$ cat config.mk
export PLATFORM = sky130hd
export DESIGN_NAME = shader_comment_stripper_core
export DESIGN_NICKNAME = d
export VERILOG_FILES = /design/src/shdcs_pkg.sv /design/src/shdcs_step.sv /design/src/shader_comment_stripper_core.sv
export VERILOG_INCLUDE_DIRS = /design/src /design/src/src
export SDC_FILE = /design/constraint.sdc
export NUM_CORES = 1
export LEC_CHECK = 0
export ABC_AREA = 1
export ABC_CLOCK_PERIOD_IN_PS = 5000
export BUFFER_PORTS_ARGS = -buffer_cell sky130_fd_sc_hd__buf_2
export CAP_MARGIN = 25
export CORE_AREA = 5 5 137 107
export DETAILED_ROUTE_END_ITERATION = 12
export DIE_AREA = 0 0 142 112
export MAX_ROUTING_LAYER = met4
export PLACE_DENSITY_LB_ADDON = 0.1
export SYNTH_ARGS = -nofsm -noshare
export SYNTH_HDL_FRONTEND = slang
export SYNTH_SLANG_ARGS = --single-unit
$ cat constraint.sdc
create_clock -name clk -period 5 [get_ports clk]
set_input_delay 0.25 -clock clk [delete_from_list [all_inputs] [get_ports clk]]
set_output_delay 0.25 -clock clk [all_outputs]
set_load 0.01 [all_outputs]
$ cat src/assert_macros.svh
// assertion helpers, sampled on clk and switched off while rst is high
`ifndef ASSERT_MACROS_SVH
`define ASSERT_MACROS_SVH

`define AST_ALWAYS(lbl, cond) \
  lbl: assert property (@(posedge clk) disable iff (rst) (cond)) \
    else $error("assertion failed");

`define AST_IMPLIES(lbl, ante, cons) \
  lbl: assert property (@(posedge clk) disable iff (rst) (ante) |-> (cons)) \
    else $error("assertion failed");

`define AST_NEXT(lbl, ante, cons) \
  lbl: assert property (@(posedge clk) disable iff (rst) (ante) |=> (cons)) \
    else $error("assertion failed");

`endif

$ cat src/shdcs_pkg.sv
`default_nettype none

package shdcs_pkg;

  localparam int unsigned QDEPTH = 4;

  localparam logic [7:0] CH_SLASH = 8'h2F;
  localparam logic [7:0] CH_STAR  = 8'h2A;
  localparam logic [7:0] CH_DASH  = 8'h2D;

  typedef enum logic [1:0] {
    ACT_CHAR  = 2'd0,
    ACT_EOL   = 2'd1,
    ACT_CLEAR = 2'd2
  } action_e;

  typedef enum logic [1:0] {
    MODE_NORMAL = 2'd0,
    MODE_BLOCK  = 2'd1,
    MODE_LINE   = 2'd2
  } mode_e;

  typedef enum logic [1:0] {
    HOLD_NONE  = 2'd0,
    HOLD_SLASH = 2'd1,
    HOLD_STAR  = 2'd2,
    HOLD_DASH  = 2'd3
  } hold_e;

  typedef struct packed {
    logic [1:0] action;
    logic [7:0] ch;
  } in_beat_t;

  typedef struct packed {
    logic [7:0] out_ch;
    logic       is_line_end;
    logic       last;
  } out_beat_t;

  typedef struct packed {
    mode_e mode;
    hold_e pending;
    logic  emitted_any;
    logic  token_seen;
  } state_t;

  typedef struct packed {
    state_t     nxt;
    out_beat_t  r0;
    out_beat_t  r1;
    logic [1:0] cnt;
  } step_t;

  localparam state_t ST_RESET = '{
    mode:        MODE_NORMAL,
    pending:     HOLD_NONE,
    emitted_any: 1'b0,
    token_seen:  1'b0
  };

  function automatic hold_e starter(input logic [7:0] c);
    hold_e h;
    h = HOLD_NONE;
    if (c == CH_SLASH) begin
      h = HOLD_SLASH;
    end else if (c == CH_STAR) begin
      h = HOLD_STAR;
    end else if (c == CH_DASH) begin
      h = HOLD_DASH;
    end
    return h;
  endfunction

  function automatic logic [7:0] hold_char(input hold_e h);
    logic [7:0] b;
    unique case (h)
      HOLD_SLASH: b = CH_SLASH;
      HOLD_STAR:  b = CH_STAR;
      HOLD_DASH:  b = CH_DASH;
      default:    b = 8'h00;
    endcase
    return b;
  endfunction

endpackage

`default_nettype wire

$ cat src/shdcs_step.sv
`default_nettype none

module shdcs_step (
  input  shdcs_pkg::state_t   cur,
  input  shdcs_pkg::in_beat_t beat,
  output shdcs_pkg::step_t    step
);
  import shdcs_pkg::*;

  logic       in_blk;
  logic       in_line;
  logic       tok_open;
  logic       tok_line;
  logic       tok_close;
  logic       tok;
  hold_e      start;
  logic       hold_out;
  logic       char_out;
  logic       eol_out;
  logic       second;
  logic [7:0] b2;

  always_comb begin
    in_blk    = (cur.mode == MODE_BLOCK);
    in_line   = (cur.mode == MODE_LINE);
    tok_open  = (cur.pending == HOLD_SLASH) && (beat.ch == CH_STAR);
    tok_line  = ((cur.pending == HOLD_SLASH) && (beat.ch == CH_SLASH)) ||
                ((cur.pending == HOLD_DASH) && (beat.ch == CH_DASH));
    tok_close = (cur.pending == HOLD_STAR) && (beat.ch == CH_SLASH);
    tok       = tok_open || tok_line || tok_close;
    start     = starter(beat.ch);

    step.nxt  = cur;
    step.r0   = '0;
    step.r1   = '0;
    step.cnt  = 2'd0;
    hold_out  = 1'b0;
    char_out  = 1'b0;
    eol_out   = 1'b0;

    unique case (beat.action)
      ACT_CHAR: begin
        if (!in_line) begin
          if (tok) begin
            step.nxt.pending    = HOLD_NONE;
            step.nxt.token_seen = 1'b1;
            if (in_blk) begin
              if (tok_close) begin
                step.nxt.mode = MODE_NORMAL;
              end
            end else if (tok_open) begin
              step.nxt.mode = MODE_BLOCK;
            end else if (tok_line) begin
              step.nxt.mode = MODE_LINE;
            end
          end else begin
            hold_out         = (cur.pending != HOLD_NONE) && !in_blk;
            char_out         = (start == HOLD_NONE) && !in_blk;
            step.nxt.pending = start;
            if (hold_out || char_out) begin
              step.nxt.emitted_any = 1'b1;
            end
          end
        end
      end
      ACT_EOL: begin
        hold_out = (cur.pending != HOLD_NONE) && !in_blk && !in_line;
        eol_out  = hold_out || cur.emitted_any || (!cur.token_seen && !in_blk);
        step.nxt.pending     = HOLD_NONE;
        step.nxt.emitted_any = 1'b0;
        step.nxt.token_seen  = 1'b0;
        if (in_line) begin
          step.nxt.mode = MODE_NORMAL;
        end
      end
      ACT_CLEAR: begin
        step.nxt = ST_RESET;
      end
      default: begin
      end
    endcase

    // held start goes first, then the new byte or the line end
    second = char_out || eol_out;
    b2     = char_out ? beat.ch : 8'h00;

    if (hold_out) begin
      step.r0 = '{out_ch: hold_char(cur.pending), is_line_end: 1'b0, last: !second};
      if (second) begin
        step.r1  = '{out_ch: b2, is_line_end: eol_out, last: 1'b1};
        step.cnt = 2'd2;
      end else begin
        step.cnt = 2'd1;
      end
    end else if (second) begin
      step.r0  = '{out_ch: b2, is_line_end: eol_out, last: 1'b1};
      step.cnt = 2'd1;
    end
  end

endmodule

`default_nettype wire

$ cat src/shader_comment_stripper_core.sv
// channel   valid        stall        beat
// text      text_valid   text_stall   text  (action, ch)
// strip     strip_valid  strip_stall  strip (out_ch, is_line_end, last)
//
// one text beat per cycle is taken into an input register while text_stall is low;
// from there the decode writes zero to two strip beats into a four-entry queue
// the queue drains one strip beat per cycle while strip_stall is low, which bounds
// the rate when beats yield more than one result on average
// rst is synchronous: comment state, input register and queue are emptied
// text_stall rises only while the input register holds a beat and the
// queue has fewer than two free entries
`default_nettype none

`include "assert_macros.svh"

module shader_comment_stripper_core (
  input  logic                 clk,
  input  logic                 rst,
  input  logic                 text_valid,
  output logic                 text_stall,
  input  shdcs_pkg::in_beat_t  text,
  output logic                 strip_valid,
  input  logic                 strip_stall,
  output shdcs_pkg::out_beat_t strip
);
  import shdcs_pkg::*;

  localparam int unsigned PW = $clog2(QDEPTH);
  localparam int unsigned CW = $clog2(QDEPTH + 1);

  in_beat_t  in_q;
  logic      in_vld;
  state_t    state;
  step_t     step;

  out_beat_t       queue [QDEPTH];
  logic [PW-1:0]   wr_ptr;
  logic [PW-1:0]   rd_ptr;
  logic [CW-1:0]   count;
  logic [CW-1:0]   count_next;

  logic accept;
  logic room;
  logic advance;
  logic pop;

  shdcs_step u_step (
    .cur  (state),
    .beat (in_q),
    .step (step)
  );

  assign room        = (count <= CW'(QDEPTH - 2));
  assign advance     = in_vld && room;
  assign text_stall  = in_vld && !room;
  assign accept      = text_valid && !text_stall;
  assign strip_valid = (count != '0);
  assign strip       = queue[rd_ptr];
  assign pop         = strip_valid && !strip_stall;

  always_comb begin
    count_next = count;
    if (advance) begin
      count_next = count_next + CW'(step.cnt);
    end
    if (pop) begin
      count_next = count_next - CW'(1);
    end
  end

  always_ff @(posedge clk) begin
    if (rst) begin
      in_vld <= 1'b0;
    end else if (accept) begin
      in_vld <= 1'b1;
    end else if (advance) begin
      in_vld <= 1'b0;
    end
  end

  always_ff @(posedge clk) begin
    if (accept) begin
      in_q <= text;
    end
  end

  always_ff @(posedge clk) begin
    if (rst) begin
      state <= ST_RESET;
    end else if (advance) begin
      state <= step.nxt;
    end
  end

  always_ff @(posedge clk) begin
    if (rst) begin
      wr_ptr <= '0;
      rd_ptr <= '0;
      count  <= '0;
    end else begin
      count <= count_next;
      if (advance) begin
        wr_ptr <= wr_ptr + PW'(step.cnt);
      end
      if (pop) begin
        rd_ptr <= rd_ptr + PW'(1);
      end
    end
  end

  always_ff @(posedge clk) begin
    if (advance && (step.cnt != 2'd0)) begin
      queue[wr_ptr] <= step.r0;
    end
    if (advance && (step.cnt == 2'd2)) begin
      queue[wr_ptr + PW'(1)] <= step.r1;
    end
  end

  `AST_ALWAYS(a_count_max, count <= CW'(QDEPTH))
  `AST_IMPLIES(a_line_end_zero, strip_valid && strip.is_line_end, strip.out_ch == 8'h00)
  `AST_NEXT(a_clear_state, advance && (in_q.action == ACT_CLEAR), state == ST_RESET)
  `AST_NEXT(a_pop_only, pop && !advance, count == $past(count) - CW'(1))

endmodule

`default_nettype wire
## Word level (Yosys, flattened, before mapping)

Memory sizes are Yosys's and may differ from the RTL's. A register that Yosys moved wholly into a read port is not among the register bits.
Index checks and enable logic that the tools add are counted.

- Bits in registers: 24
- Latch bits: 0
- RAM bits: 40
- ROM bits: 0
- Output and inout bits: 12
- Logic and storage cells: 114
- Memories: 1

Memories:

| name | depth | width | read ports | clocked after memory_dff | wr ports | line | source |
|---|---|---|---|---|---|---|---|
| queue | 4 | 10 | 1 | 1 | 2 | shader_comment_stripper_core.sv:36 | `out_beat_t queue [QDEPTH];` |

- Add/subtract/negate cells: 5
- Multiply operators: 0
- Divide/modulo/power cells: 0
- Magnitude comparators: 1
- Eq/ne operators: 18
- Shift operators: 0
- Muxes and demuxes: 40
- Bitwise gates (word level): 0
- Reductions and logical operators: 39

Operators by type and width:

| cell | count |
|---|---|
| one-hot mux 6 bit (3 select lines) | 2 |
| two-way mux 10 bit | 3 |
| two-way mux 2 bit | 14 |
| equality test 8 x 6 -> 1 bit (second input constant) | 3 |
| two-way mux 1 bit | 16 |
| logical AND 1 bit | 14 |
| equality test 2 bit (second input constant) | 5 |
| two-way mux 8 bit | 1 |
| logical NOT 1 bit | 7 |
| logical OR 1 bit | 7 |
| AND reduction 7 bit | 1 |
| equality test 2 x 1 -> 1 bit (second input constant) | 3 |
| two-way mux 3 bit | 2 |
| two-way mux 6 bit | 1 |
| inequality test 2 x 1 -> 1 bit (second input constant) | 3 |
| nonzero test 2 bit | 3 |
| nonzero test 3 bit | 2 |
| AND reduction 5 bit | 1 |
| adder 2 x 1 -> 2 bit (second input constant) | 2 |
| logical NOT 2 bit | 2 |
| inequality test 2 bit (second input constant) | 2 |
| inequality test 4 x 1 -> 1 bit (second input constant) | 1 |
| AND reduction 4 bit | 1 |
| adder 3 x 2 -> 3 bit | 1 |
| 6 further kinds | 6 |

## Logic depth before layout (Yosys ltp)

- Word-level depth: 16
- Gate-level depth with buffers: 21
- Mapped depth without buffers: 20

## Modules after synthesis

From an unflattened synthesis, not the netlist that was laid out.

- Cell total of the unflattened synthesis: 497
- Area, all modules: 3,831.2 um^2

By module, submodules not included:

| module | instances | cells each | area an instance (um^2) |
|---|---|---|---|
| shader_comment_stripper_core | 1 | 355 | 3,098.0 |
| shdcs_step | 1 | 142 | 733.2 |

## Least setup slack after synthesis

Ideal clock, no wire load.

- Path type: flip-flop to flip-flop
- Start point: register in_q[4] (netlist bit)
- End point: register count[1]
- Library setup time: 0.070 ns
- Arrival time: 2.936 ns
- Required time: 4.930 ns
- Setup slack: 1.994 ns
- Cell stages (with the launch flop): 22
- Path buffers: 1
- Period minus slack after synthesis: 3.006 ns
- Path through: edfxtp_1 -> inv_2 -> nand2_4 -> nor2_8 -> nand3_1 -> nand2_1 -> nor2_4 -> nand2_4 -> nand2_4 -> nand2_8 -> inv_6 -> buf_6 -> ha_1 -> ha_1 -> inv_1 -> fa_1 -> nand2_1 -> o21ai_0 -> ha_1 -> nand2_1 -> nand2_1 -> a21oi_1

- Longest elaborated chain between the ends: 16
- Elaborated cells on any way between the ends: 29

Ends and longest elaborated chain:

| item | line | source |
|---|---|---|
| start, declared | shader_comment_stripper_core.sv:31 | `in_beat_t in_q;` |
| start signal, assigned | shader_comment_stripper_core.sv:83 | `in_q <= text;` |
| equality test 8 x 6 -> 1 bit | shdcs_pkg.sv:69, shdcs_step.sv:28 |  |
| two-way mux 2 bit | shdcs_pkg.sv:69 | `end else if (c == CH_DASH) begin` |
| two-way mux 2 bit | shdcs_pkg.sv:67 | `end else if (c == CH_STAR) begin` |
| two-way mux 2 bit | shdcs_pkg.sv:65 | `if (c == CH_SLASH) begin` |
| logical NOT 2 bit | shdcs_step.sv:58 | `char_out = (start == HOLD_NONE) && !in_blk;` |
| logical AND 1 bit | shdcs_step.sv:58 |  |
| two-way mux 1 bit | shdcs_step.sv:44 | `if (tok) begin` |
| two-way mux 1 bit | shdcs_step.sv:43 | `if (!in_line) begin` |
| two-way mux 1 bit | shdcs_step.sv:41 | `unique case (beat.action)` |
| logical OR 1 bit | shdcs_step.sv:84 | `second = char_out \|\| eol_out;` |
| two-way mux 1 bit or two-way mux 2 bit (tied branches) | shdcs_step.sv:95, shdcs_step.sv:89 |  |
| two-way mux 2 bit * | shdcs_step.sv:87 | `if (hold_out) begin` |
| adder 3 x 2 -> 3 bit * | shader_comment_stripper_core.sv:64 | `count_next = count_next + CW'(step.cnt);` |
| two-way mux 3 bit * | shader_comment_stripper_core.sv:63 | `if (advance) begin` |
| subtractor 3 x 1 -> 3 bit | shader_comment_stripper_core.sv:67 | `count_next = count_next - CW'(1);` |
| two-way mux 3 bit * | shader_comment_stripper_core.sv:66 | `if (pop) begin` |
| end signal, assigned | shader_comment_stripper_core.sv:101 | `count <= count_next;` |
| end, declared | shader_comment_stripper_core.sv:39 | `logic [CW-1:0] count;` |

Every way passes the cells marked *; elsewhere a longest branch is shown, timed or not.
A chain may end at the register's enable or synchronous reset.

==> flow_summary.yaml <==
synthesis:
  synth_cell_type_count: 31
  synth_most_common_cell: "nand2_1"
  synth_common_cells: "82 x nand2_1, 52 x nand3_1, 50 x edfxtp_1, 43 x inv_1, 42 x o21ai_0"
  synth_cells: 445
  synthTopCellsByArea: "edfxtp_1 39%, dfxtp_1 8.3%, nand2_1 8.0%, nand3_1 6.8%, o21ai_0 5.5%"
  async_reset_ff_share_pct: 0
  yosysSeqAreaShare_pct: 47.4
  synth-edff-count: 50
  synth_top_area_share_pct: 39.1
  syn-num-nets: 474
  syn_avg_cell_area_sq_um: 8.63
  synth_ff_type: "edfxtp_1"
  yosys_warnings: 0
  synth-seq-cells: 66
  yosys.area.top_type: "edfxtp_1"
  syn_area_sq_um: 3840
setup_path:
  end_kind: "flop"
  max_stage_delay_ns: 0.56
  critPathBufInv: 4
  crit_arrival_ns: 3.48
  cp-start-kind: "flop"
  required_ns: 5.03
  criticalPathCategory: "flop to flop"
  cp_top_family: "simple AND/OR/NAND/NOR gates"
  crit_path_max_fanout: 34
  r2r_cells: 15
  slowest_stage: "nor2_2"
  worstPathCellList: "inv_1 > ha_1 > nand3_1 > nand2_1 > nor2_4 > nand2_4 > nand2_4 > nand2_8 > inv_6 > ha_1 > nand2_1 > nor2_2 > inv_1 > o21ai_0 > buf_4"
  path_depth: 15
  reg2reg_slack_ns: 1.55
drt:
  drtIter0Drc: 175
  avgRoutedWirePerCell_um: 14.2
  via_per_inst: 4.63
  num_vias: 3035
  dr.pass1.iters: 5
  detail-route-antenna-nets: 0
  wirelength_um: 9330
  post-route-drc-count: 0
sta:
  finalCritPeriodShare_pct: 69.0
  tns_ns: 0
  holdWs_ns: 0.0933
  fin_crit_ns: 3.45
  slew_violations: 0
  tightest_slew_ns: 0.908
  final-hold-violation-count: 0
  fmax_ghz: 0.290
  rsz0062_at_grt: "no"
  skew_ns: 0.00692
  relSlewSlack_pct: 38.8
  setup_viol: 0
clock_tree:
  clock_sinks: 66
  post-cts-setup-buffers: 0
  htree_num_levels: 3
  clk_latency_ns: 0.33
  clockBufferDepth: 2
  post_cts_resized: 0
  ctsHoldBuffers: 0
  cts_root_buf: "clkbuf_16"
  cts_buffers: 9
  cts_tree: "done"
  clkSlewWorstSetupHoldPaths_ns: 0.05
final_layout:
  drive_gt1_share_pct: 20.4
  n_antenna_cell: 0
  layout.nets: 505
  stdcell_count: 656
  n_fill_cell: 1395
  syn_to_final_growth_pct: 16.2
job:
  drv_cap: 0
power:
  vdd_drop_max_v: 0.000144
  p_per_area_nw_per_um2: 356
  leakagePower_nw: 1.83
  power.total_w: 0.00159
floorplan:
  start_util_pct: 29.0
  die-area_sq_um: 15900
  placementRows: 37
  coreArea_sq_um: 13200
  die_w_um: 142
  io_pins: 26
  die-height_um: 112
outcome:
  status: "completed"
placement:
  gp_congestion: 0.836
  portBuffers: 25
  placed_cells: 640
  hpwlAfterDp_um: 6980
grt:
  overflow: 0
  grt_usage_pct: 12.6
  grt_max_degree: 35
  grt_pass1_vias: 2819
  antenna_found_initial: 0
  grt_pass1_wl_um: 15200
worst_hold_path:
  hp-class: "primary input to flop"
  hold_depth: 1
stage by stage:
| stage | util [%] | setup slack, ns | cell area, sq um |
|---|---|---|---|
| final | 33.7 | 1.55 | 4460 |
| after global routing | 33.7 | 1.34 | 4460 |
| after CTS | 33.7 | 1.56 | 4460 |
| after detailed placement | 31.5 | 1.57 | 4170 |
| after global placement | 31.5 | 1.62 | 4170 |
| after floorplan | - | 1.99 | 3840 |
worst paths after layout:
check | startpoint | end
setup reg to reg | state[3]$_SDFFE_PP0P_ | queue[1][0]$_DFFE_PP_
hold / removal | text[1] | in_q[1]$_DFFE_PP_
hold reg to reg | state[1]$_SDFFE_PP0P_ | state[1]$_SDFFE_PP0P_
setup / recovery | state[3]$_SDFFE_PP0P_ | queue[1][0]$_DFFE_PP_
placed cells by master (no fill, tap or decap), types with 2 or more instances in the layout:
cell / instances
nand2_1: 82
nand3_1: 52
edfxtp_1: 50
inv_1: 43
o21ai_0: 42
nor2_1: 37
buf_2: 25
a21oi_1: 16
dfxtp_1: 16
nand2_2: 15
ha_1: 14
o21ai_1: 12
o22ai_1: 10
nor2_4: 9
clkbuf_16: 9
buf_4: 8
nor2_2: 7
inv_2: 5
nand2_4: 4
or2_2: 3
nand3b_1: 3
clkinv_2: 3
o21bai_1: 2
and3_1: 2
clkinv_4: 2
registers in the layout (all words and copies together) (netlist names), named ones only:
signal and flops:
queue 40, in_q 10, state 6, count 3, rd_ptr 2, wr_ptr 2, in_vld 1
kinds of logic (layout without fill, tap and decap cells):
logic type / count (synthesis) / after routing / synth area share, %
AO/OA/AOI/OAI: 83 / 83 / 11.4
AND/OR/NAND/NOR: 219 / 219 / 29.2
buffers and inverters: 62 / 98 / 6.94
flip-flops: 66 / 66 / 47.4
adder cells (fa/ha/maj): 15 / 15 / 5.08
power breakdown:
part,internal [W],total [W],switching [W]
Sequential,0.000629,0.000650,0.0000208
Clock,0.000384,0.000621,0.000237
Combinational,0.000107,0.000317,0.000210
per-layer routing:
metal  track usage (%)  part of all wire [%]  vias to the layer above
met5                 -                     0                        -
met1              18.2                    52                     1410
met2              17.5                    43                       56
li1                  -                     -                     1562
met3              3.18                   4.6                        7
met4              2.88                  0.78                        0
final cells by class:
cell class,instances,area (sq um),share of cell area [%]
clock buffer,9,225,5.04
clock inverter,7,70.1,1.57
inverter,49,189,4.23
multi-input combinational,317,1750,39.3
sequential,66,1820,40.8
tap,175,219,4.90
timing repair buffer,33,185,4.15
worst reg2reg max path, cell delays in order, from the launching register on:
cell	delay [ns]
dfxtp_1	0.37
inv_1	0.09
ha_1	0.21
nand3_1	0.14
nand2_1	0.12
nor2_4	0.14
nand2_4	0.07
nand2_4	0.11
nand2_8	0.11
inv_6	0.22
ha_1	0.20
nand2_1	0.13
nor2_2	0.56
inv_1	0.29
o21ai_0	0.14
buf_4	0.24
Power figures use the tool's default switching activity.
